===== src/rtl/core/zzbr_pkg.sv =====
package zzbr_pkg;

    localparam int BLOCK_SIZE_DEF = 8;
    localparam int SAMPLE_W       = 32;
    localparam int POS_W          = 3;

    typedef enum logic [1:0] {
        HEAD_OTHER     = 2'd0,
        HEAD_DOWN_LEFT = 2'd1,
        HEAD_UP_RIGHT  = 2'd2
    } heading_t;

    typedef struct packed {
        logic wr;
        logic rd;
    } zzbr_cmd_t;

    typedef struct packed {
        logic load_full;
        logic scan_end;
    } zzbr_sts_t;

endpackage


===== src/rtl/core/zzbr_ram.sv =====
module zzbr_ram #(
    parameter int WIDTH = 32,
    parameter int DEPTH = 64
) (
    input  logic                     clk,
    input  logic                     wr_en,
    input  logic [$clog2(DEPTH)-1:0] wr_addr,
    input  logic [WIDTH-1:0]         wr_data,
    input  logic [$clog2(DEPTH)-1:0] rd_addr,
    output logic [WIDTH-1:0]         rd_data
);

    logic [WIDTH-1:0] mem [DEPTH];
    logic [WIDTH-1:0] rd_data_reg;

    always_ff @(posedge clk)
    begin
        if (wr_en)
        begin
            mem[wr_addr] <= wr_data;
        end
        rd_data_reg <= mem[rd_addr];
    end

    assign rd_data = rd_data_reg;

endmodule


===== src/rtl/core/zzbr_ctrl.sv =====
module zzbr_ctrl
    import zzbr_pkg::*;
(
    input  logic      clk,
    input  logic      rst_n,
    input  logic      start,
    input  zzbr_sts_t sts,
    output zzbr_cmd_t cmd,
    output logic      busy
);

    typedef enum logic [1:0] {
        ST_LOAD = 2'b01,
        ST_SCAN = 2'b10
    } state_t;

    state_t state_reg;
    state_t state_next;

    always_comb
    begin
        state_next = state_reg;
        cmd.wr     = 1'b0;
        cmd.rd     = 1'b0;
        unique case (state_reg)
            ST_LOAD:
            begin
                cmd.wr = start;
                if (start && sts.load_full)
                begin
                    state_next = ST_SCAN;
                end
            end
            ST_SCAN:
            begin
                cmd.rd = 1'b1;
                if (sts.scan_end)
                begin
                    state_next = ST_LOAD;
                end
            end
            default:
            begin
                state_next = ST_LOAD;
            end
        endcase
    end

    always_ff @(posedge clk or negedge rst_n)
    begin
        if (!rst_n)
        begin
            state_reg <= ST_LOAD;
        end
        else
        begin
            state_reg <= state_next;
        end
    end

    assign busy = (state_reg == ST_SCAN);

endmodule


===== src/rtl/core/zzbr_path.sv =====
module zzbr_path
    import zzbr_pkg::*;
#(
    parameter int BLOCK_SIZE = BLOCK_SIZE_DEF
) (
    input  logic                clk,
    input  logic                rst_n,
    input  zzbr_cmd_t           cmd,
    output zzbr_sts_t           sts,
    input  logic [SAMPLE_W-1:0] sample,
    output logic                strobe,
    output logic [SAMPLE_W-1:0] value,
    output logic [POS_W-1:0]    row,
    output logic [POS_W-1:0]    col,
    output logic                last
);

    localparam int ELEMS  = BLOCK_SIZE * BLOCK_SIZE;
    localparam int ADDR_W = $clog2(ELEMS);
    localparam int IDX_W  = $clog2(BLOCK_SIZE);

    localparam logic [IDX_W-1:0]  IDX_MAX  = IDX_W'(BLOCK_SIZE - 1);
    localparam logic [ADDR_W-1:0] ADDR_MAX = ADDR_W'(ELEMS - 1);

    logic [ADDR_W-1:0] load_count_reg;
    logic [ADDR_W-1:0] load_count_next;
    logic [IDX_W-1:0]  scan_row_reg;
    logic [IDX_W-1:0]  scan_row_next;
    logic [IDX_W-1:0]  scan_col_reg;
    logic [IDX_W-1:0]  scan_col_next;
    heading_t          heading_reg;
    heading_t          heading_next;
    logic              strobe_reg;
    logic [IDX_W-1:0]  row_reg;
    logic [IDX_W-1:0]  col_reg;
    logic              last_reg;
    logic [ADDR_W-1:0] rd_addr;
    logic              at_end;
    logic [IDX_W-1:0]  adv_row;
    logic [IDX_W-1:0]  adv_col;
    heading_t          adv_heading;

    assign at_end = (scan_row_reg == IDX_MAX) && (scan_col_reg == IDX_MAX);
    assign rd_addr = ADDR_W'(ADDR_W'(scan_row_reg) * ADDR_W'(BLOCK_SIZE)
                             + ADDR_W'(scan_col_reg));

    assign sts.load_full = (load_count_reg == ADDR_MAX);
    assign sts.scan_end  = at_end;

    // Next zigzag position: edge turns first, then continue along the diagonal.
    always_comb
    begin
        adv_row     = scan_row_reg;
        adv_col     = scan_col_reg;
        adv_heading = heading_reg;
        priority if (scan_row_reg == '0)
        begin
            if (!scan_col_reg[0])
            begin
                adv_col     = scan_col_reg + 1'b1;
                adv_heading = HEAD_OTHER;
            end
            else
            begin
                adv_row     = scan_row_reg + 1'b1;
                adv_col     = scan_col_reg - 1'b1;
                adv_heading = HEAD_DOWN_LEFT;
            end
        end
        else if ((scan_col_reg == '0) && !scan_row_reg[0])
        begin
            adv_row     = scan_row_reg - 1'b1;
            adv_col     = scan_col_reg + 1'b1;
            adv_heading = HEAD_UP_RIGHT;
        end
        else if (scan_row_reg == IDX_MAX)
        begin
            if (!scan_col_reg[0])
            begin
                adv_heading = HEAD_OTHER;
            end
            else
            begin
                adv_row     = scan_row_reg - 1'b1;
                adv_heading = HEAD_UP_RIGHT;
            end
            adv_col = scan_col_reg + 1'b1;
        end
        else if (scan_col_reg == IDX_MAX)
        begin
            if (scan_row_reg[0])
            begin
                adv_heading = HEAD_OTHER;
            end
            else
            begin
                adv_col     = scan_col_reg - 1'b1;
                adv_heading = HEAD_DOWN_LEFT;
            end
            adv_row = scan_row_reg + 1'b1;
        end
        else if (scan_col_reg == '0)
        begin
            adv_row     = scan_row_reg + 1'b1;
            adv_heading = HEAD_OTHER;
        end
        else if (heading_reg == HEAD_UP_RIGHT)
        begin
            adv_row = scan_row_reg - 1'b1;
            adv_col = scan_col_reg + 1'b1;
        end
        else if (heading_reg == HEAD_DOWN_LEFT)
        begin
            adv_row = scan_row_reg + 1'b1;
            adv_col = scan_col_reg - 1'b1;
        end
    end

    always_comb
    begin
        load_count_next = load_count_reg;
        scan_row_next   = scan_row_reg;
        scan_col_next   = scan_col_reg;
        heading_next    = heading_reg;
        if (cmd.wr)
        begin
            load_count_next = sts.load_full ? '0 : load_count_reg + 1'b1;
        end
        if (cmd.rd)
        begin
            if (at_end)
            begin
                scan_row_next = '0;
                scan_col_next = '0;
                heading_next  = HEAD_OTHER;
            end
            else
            begin
                scan_row_next = adv_row;
                scan_col_next = adv_col;
                heading_next  = adv_heading;
            end
        end
    end

    always_ff @(posedge clk or negedge rst_n)
    begin
        if (!rst_n)
        begin
            load_count_reg <= '0;
            scan_row_reg   <= '0;
            scan_col_reg   <= '0;
            heading_reg    <= HEAD_OTHER;
            strobe_reg     <= 1'b0;
        end
        else
        begin
            load_count_reg <= load_count_next;
            scan_row_reg   <= scan_row_next;
            scan_col_reg   <= scan_col_next;
            heading_reg    <= heading_next;
            strobe_reg     <= cmd.rd;
        end
    end

    always_ff @(posedge clk)
    begin
        if (cmd.rd)
        begin
            row_reg  <= scan_row_reg;
            col_reg  <= scan_col_reg;
            last_reg <= at_end;
        end
    end

    zzbr_ram #(
        .WIDTH (SAMPLE_W),
        .DEPTH (ELEMS)
    ) u_store (
        .clk     (clk),
        .wr_en   (cmd.wr),
        .wr_addr (load_count_reg),
        .wr_data (sample),
        .rd_addr (rd_addr),
        .rd_data (value)
    );

    assign strobe = strobe_reg;
    assign row    = POS_W'(row_reg);
    assign col    = POS_W'(col_reg);
    assign last   = last_reg;

endmodule


===== src/rtl/core/zigzag_block_reorder_core.sv =====
// Channel   Signals                     Transfer
// input     start, busy, sample         rising edge with start high and busy low
// result    strobe, value, row, col,    one cycle per result while strobe is high,
//           last                        taken at the edge that ends the cycle
//
// A block is loaded with one word per cycle while start is high,
// BLOCK_SIZE*BLOCK_SIZE words. After the last word, busy is high while the
// zigzag walk reads the store, one element per cycle through the RAM read port.
// Each result leaves in the cycle after its read. Reset returns the walk and
// the load count to the start of a block. The receiver cannot stall; loading
// of the next block may begin as the last result leaves.
module zigzag_block_reorder_core
    import zzbr_pkg::*;
#(
    parameter int BLOCK_SIZE = BLOCK_SIZE_DEF
) (
    input  logic                clk,
    input  logic                rst_n,
    input  logic                start,
    output logic                busy,
    input  logic [SAMPLE_W-1:0] sample,
    output logic                strobe,
    output logic [SAMPLE_W-1:0] value,
    output logic [POS_W-1:0]    row,
    output logic [POS_W-1:0]    col,
    output logic                last
);

    zzbr_cmd_t cmd;
    zzbr_sts_t sts;

    zzbr_ctrl u_ctrl (
        .clk   (clk),
        .rst_n (rst_n),
        .start (start),
        .sts   (sts),
        .cmd   (cmd),
        .busy  (busy)
    );

    zzbr_path #(
        .BLOCK_SIZE (BLOCK_SIZE)
    ) u_path (
        .clk    (clk),
        .rst_n  (rst_n),
        .cmd    (cmd),
        .sts    (sts),
        .sample (sample),
        .strobe (strobe),
        .value  (value),
        .row    (row),
        .col    (col),
        .last   (last)
    );

endmodule

===== config.mk =====
export PLATFORM = sky130hd
export DESIGN_NAME = zigzag_block_reorder_core
export DESIGN_NICKNAME = d
export VERILOG_FILES = /design/src/rtl/core/zzbr_pkg.sv /design/src/rtl/core/zzbr_ram.sv /design/src/rtl/core/zzbr_ctrl.sv /design/src/rtl/core/zzbr_path.sv /design/src/rtl/core/zigzag_block_reorder_core.sv
export SDC_FILE = /design/constraint.sdc
export NUM_CORES = 2
export LEC_CHECK = 0
export BUFFER_PORTS_ARGS = -buffer_cell sky130_fd_sc_hd__buf_2
export CORE_ASPECT_RATIO = 0.8
export CORE_UTILIZATION = 35
export CTS_CLUSTER_DIAMETER = 200
export DETAILED_ROUTE_END_ITERATION = 10
export SYNTH_ARGS = -nofsm -noshare
export SYNTH_HDL_FRONTEND = slang
export SYNTH_SLANG_ARGS = --single-unit

===== constraint.sdc =====
create_clock -name clk -period 5.9 [get_ports clk]
set_clock_uncertainty 0.2 [all_clocks]
set_input_delay 0 -clock clk [delete_from_list [all_inputs] [get_ports clk]]
set_output_delay 0 -clock clk [all_outputs]
set_load 0.01 [all_outputs]

# Word level (Yosys, flattened, before mapping)
# Memories as Yosys holds them, arrays and structs flattened. A register that Yosys moved wholly into a read port is not among the register bits.
# Index checks and enable logic that the tools add are counted.
word_totals:
  in_bits: 35
  memories: 1
  ramBits: 2048
  elab_cells: 79
  register_bits: 24
  output_inout_bits: 41
memory_table:
  columns: ["memory", "depth", "word_bits", "read_ports", "rd_clocked_by_memory_dff", "write_ports", "line_no", "text"]
  rows:
  - ["u_path.u_store.mem", 64, 32, 1, 1, 1, "zzbr_ram.sv:13", "logic [WIDTH-1:0] mem [DEPTH];"]
classes:
  add_sub_neg: 6
  eq_ne: 13
  reduce_logical: 13
  n_mux: 37
op_table:
  columns: ["cell", "count"]
  rows:
  - ["two-way mux 3 bit", 20]
  - ["two-way mux 2 bit", 9]
  - ["AND reduction 4 bit", 2]
  - ["nonzero test 8 bit", 1]
  - ["nonzero test 7 bit", 1]
  - ["adder 3 x 1 -> 3 bit (second input constant)", 2]
  - ["adder 6 x 1 -> 6 bit (second input constant)", 1]
  - ["adder 6 x 3 -> 6 bit", 1]
  - ["equality test 3 bit (second input constant)", 2]
  - ["equality test 6 bit (second input constant)", 1]
  - ["logical NOT 3 bit", 2]
  - ["two-way mux 1 bit", 6]
  - ["two-way mux 6 bit", 1]
  - ["!= test 6 x 2 -> 1 bit (second input constant)", 1]
  - ["!= test 6 bit (second input constant)", 1]
  - ["nonzero test 6 bit", 1]
  - ["subtractor 3 x 1 -> 3 bit (second input constant)", 2]
  - ["equality test 2 x 1 -> 1 bit (second input constant)", 2]
  - ["equality test 2 bit (second input constant)", 2]
  - ["!= test 2 x 1 -> 1 bit (second input constant)", 2]
  - ["!= test 4 x 2 -> 1 bit (second input constant)", 1]
  - ["one-hot mux 2 bit (2 select lines)", 1]
  - ["AND reduction 2 bit", 2]
  - ["logical AND 1 bit", 3]
  - ["2 further kinds", 2]

# Depth between registers and ports, before layout
logic_depth:
  ltp_word: 9
  mapped_depth: 13

# Cells and area by module
# From an unflattened synthesis, not the netlist that was laid out.
unflattened:
  cells_unflattened: 3448
  hier_area_um2: 79864.1
modules_own_cells:
  columns: ["module", "cells_per_inst", "area_each_um2", "n_inst", "seq_area_each_um2"]
  rows:
  - ["zzbr_ram", 3324, 78515.3, 1, 62139.6]
  - ["zzbr_path", 114, 1252.5, 1, 585.6]
  - ["zzbr_ctrl", 10, 96.3, 1, 51.3]

# Worst setup path after synthesis
# Ideal clock, no wire load.
synth_path:
  kind: "register -> register"
  startpoint: "register u_ctrl.state_reg[0]"
  endpoint: "memory u_path.u_store.mem[55][0], enable pin"
  setup_slack_ns: 2.689
  arrival_ns: 2.590
  period_less_slack_ns: 3.211
  required_time_ns: 5.279
  path_stages_with_launch: 6
  path_cell_list: "dfstp_2 and3b_1 clkbuf_1 nand4_1 clkbuf_1 nor2_1"
synth_via:
  elab_chain_len: 4
synth_lines:
  columns: ["item", "line_no", "text"]
  rows:
  - ["start: declaration", "zzbr_ctrl.sv:17", "state_t state_reg;"]
  - ["start signal: assignment", "zzbr_ctrl.sv:57", "state_reg <= state_next;"]
  - ["equality test 2 x 1 -> 1 bit", "zzbr_ctrl.sv:25", "unique case (state_reg)"]
  - ["two-way mux 1 bit", "zzbr_ctrl.sv:25", null]
  - ["two-way mux 1 bit", "zzbr_ram.sv:18", "if (wr_en)"]
  - ["two-way mux 1 bit (not written as such)", "zzbr_ram.sv:20", "mem[wr_addr] <= wr_data;"]
  - ["end: declaration", "zzbr_ram.sv:13", null]
# No other way between the ends.

# Worst setup path in the final report
layout_path:
  startpoint: "register u_path.scan_col_reg[2]"
  endpoint: "register u_path.u_store.rd_data_reg[8] (netlist: u_path.u_store.rd_data[8]) (read register of u_path.u_store.mem)"
layout_via:
  elab_chain_len: 1
layout_lines:
  columns: ["item", "line_no", "text"]
  rows:
  - ["start: declaration", "zzbr_path.sv:29", "logic [IDX_W-1:0] scan_col_reg;"]
  - ["start signal: assignment", "zzbr_path.sv:160", "scan_col_reg <= scan_col_next;"]
  - ["adder 6 x 3 -> 6 bit", "zzbr_path.sv:45", "+ ADDR_W'(scan_col_reg));"]
  - ["end: declaration", "zzbr_ram.sv:14", "logic [WIDTH-1:0] rd_data_reg;"]
# No other way between the ends.
# A chain may end at the register's enable or synchronous reset.

==> results.sh <==
export IMPL_crit_arrival_ns=4.44
export IMPL_hold_path_class="in2reg"
export IMPL_cp_required_ns=6.44
export IMPL_h_tree_depth=4
export IMPL_finalSetupViolations=0
export IMPL_crit_type="reg2reg"
export IMPL_clk_latency_ns=0.84
export IMPL_rsz0062_at_grt="no"
export IMPL_place_gp_congestion=0.793
export IMPL_vias=38400
export IMPL_power_per_cell_area_mw_per_mm2=333
export IMPL_outcome="finished clean"
export IMPL_final_common_cell="edfxtp_1"
export IMPL_finalNetCount=3877
export IMPL_rows=156
export IMPL_cts_buffer_depth=3
export IMPL_antenna_found_initial=25
export IMPL_largest_reg_flops=2048
export IMPL_post_cts_setup_buffer_count=0
export IMPL_ys_ff_latch=2104
export IMPL_netlist_area_mm2=0.0801
export IMPL_cts_resized_gates=0
export IMPL_dieArea_mm2=0.231
export IMPL_fin_crit_sh=0.661
export IMPL_clock_sinks=2104
export IMPL_syn_nets=3633
export IMPL_drive_gt1_frac=0.269
export IMPL_drt_total_wl_um=208000
export IMPL_cp_max_fo=36
export IMPL_start_util=0.353
export IMPL_cts_buffers=194
export IMPL_period_minus_slack_ns=3.90
export IMPL_pin_count=76
export IMPL_fin_tns_setup_ns=0
export IMPL_cts_root_buffer="clkbuf_16"
export IMPL_cts_tree="yes"
export IMPL_drt_iter0_drc=4896
export IMPL_grt_max_degree=114
export IMPL_mostFrequentLayoutCells="edfxtp_1, mux4_2, clkbuf_16"
export IMPL_overflow=0
export IMPL_grt_usage=0.180
export IMPL_die_y_um=430
export IMPL_p_leak_nw=27.3
export IMPL_io_buffers=75
export IMPL_synth_ff_type="edfxtp_1"
export IMPL_area_growth_pct=14.2
export IMPL_grt_pass1_vias=38500
export IMPL_ys_types=55
export IMPL_vdd_drop_max_mv=0.310
export IMPL_seq_area_frac_synth=0.783
export IMPL_fp_coreArea_mm2=0.227
export IMPL_wl_per_cell_um=29.7
export IMPL_drc=0
export IMPL_end_kind="flop"
export IMPL_dp_hpwl_um=120000
export IMPL_async_flop_share=0.00808
export IMPL_worstMarginPinSlew_ns=1.38
export IMPL_avgSynthCellArea_um2=22.3
export IMPL_drv_slew=0
export IMPL_drv_cap=0
export IMPL_yosys_warnings=0
export IMPL_p_total_mw=30.5
export IMPL_firstDrtPassIters=5
export IMPL_finalHoldViolCount=0
export IMPL_viasPerCell=5.49
export IMPL_relSlewSlack=0.0770
export IMPL_grt_pass1_wl_um=294000
export IMPL_path_clk_slew_ns=0.07
export IMPL_start_kind="flop"
export IMPL_dieWidth_um=537
export IMPL_ant_nets=0
export IMPL_hold_buffers=35
export IMPL_syn_inst=3588
export IMPL_postLayoutCoreUtil=0.404
export IMPL_synth_edf_count=2055
export IMPL_max_freq_mhz=256
worst max-delay path: stages, from the launching register on:
cell and delay [ns]:
dfrtp_4 0.46, buf_4 0.48, buf_4 0.69, nor2b_2 0.26, buf_4 0.33, a22oi_1 0.29, nand3_1 0.16, nand4_1 0.53
o211a_1 0.32
worst paths after layout:
| kind | from | end | slack (ns) | cells after the start |
|---|---|---|---|---|
| max | u_path.scan_col_reg[2] | u_path.u_store.rd_data[8] | 2.00 | 8 |
| min | start | u_path.load_count_reg[1] | 0.06 | 5 |
| max reg2reg | u_path.scan_col_reg[2] | u_path.u_store.rd_data[8] | 2.00 | 8 |
| min reg2reg | u_path.heading_reg[0] | u_path.heading_reg[0] | 0.30 | 2 |
| max in group asynchronous | rst_n | u_path.scan_col_reg[2] | 4.23 | 3 |
| min in group asynchronous | rst_n | u_path.load_count_reg[3] | 0.39 | 3 |
kinds of logic after synthesis:
logic type,after synthesis,share of synthesized area
compound gates,265,0.0229
buf+inv,205,0.0127
fa+ha+maj,10,0.00156
simple gates,327,0.0178
xor+xnor,5,0.000546
mux,672,0.161
flops,2104,0.783
stage by stage:
| stage | instances | setup slack (ns) | instance area [um2] | hold WS (ns) |
|---|---|---|---|---|
| 3_5_place_dp | 6603 | 1.97 | 85000 | -0.179 |
| 2_1_floorplan | 3588 | 2.69 | 80100 | -0.496 |
| 5_1_grt | 6999 | 1.76 | 91500 | 0.117 |
| 6_report | 7002 | 2.00 | 91500 | 0.0578 |
| 3_3_place_gp | 6603 | 1.96 | 85000 | -0.179 |
| 4_1_cts | 6998 | 1.98 | 91500 | 0.00546 |
metal layers:
metal / up-vias / routed length [um] / share of wire / global-route usage
met5: - / 356 / 0.0017 / 0.00898
met4: 10 / 3960 / 0.019 / 0.0409
met3: 269 / 21900 / 0.10 / 0.0554
met2: 1704 / 91100 / 0.44 / 0.259
met1: 20800 / 91000 / 0.44 / 0.266
li1: 15700 / - / - / -
Yosys cell counts, drive strengths merged, types with 2 or more instances:
cell type  number  area share
mux4          492        0.14
a311oi          3     0.00033
o41ai           2     0.00022
xnor2           4     0.00044
nand3b          3     0.00028
or2             3     0.00023
nand4           6     0.00047
clkbuf         84      0.0039
edfxtp       2055        0.77
ha             10      0.0016
o2111ai         3     0.00033
nand2b          6     0.00047
o31ai           2     0.00019
nor3            7     0.00044
buf           109      0.0082
a31oi          12     0.00094
a41oi           9     0.00098
o21ai          38      0.0024
nor2           98      0.0046
a21oi          29      0.0018
a2bb2oi         7     0.00076
nand2         117      0.0055
o211a           4     0.00050
dfxtp          32      0.0080
or3             2     0.00016
mux2           26      0.0037
o22ai          31      0.0024
a21boi          2     0.00019
o221ai         16      0.0017
or3b            2     0.00022
a22oi          85      0.0080
a211oi         10     0.00094
a211o           3     0.00033
inv            11     0.00052
o211ai          4     0.00037
nor2b          14      0.0011
dfrtp          16      0.0050
mux2i         154       0.019
nand3          64      0.0040
and2            3     0.00023
final cells by class:
class | instances | area [um2]
flip-flops and latches | 2104 | 62800
clock buffers | 274 | 5340
inverters | 12 | 48.8
fillers | 19800 | 135000
diodes | 4 | 10.0
repair buffers | 241 | 1870
well taps | 3002 | 3760
clock inverters | 86 | 881
multi-input cells | 1279 | 16800
power by group:
group	internal, mW	switching [mW]
Clock	6.82	5.52
Combinational	0.242	0.903
Sequential	16.8	0.128
Total	23.9	6.55
Power figures use the tool's default switching activity.
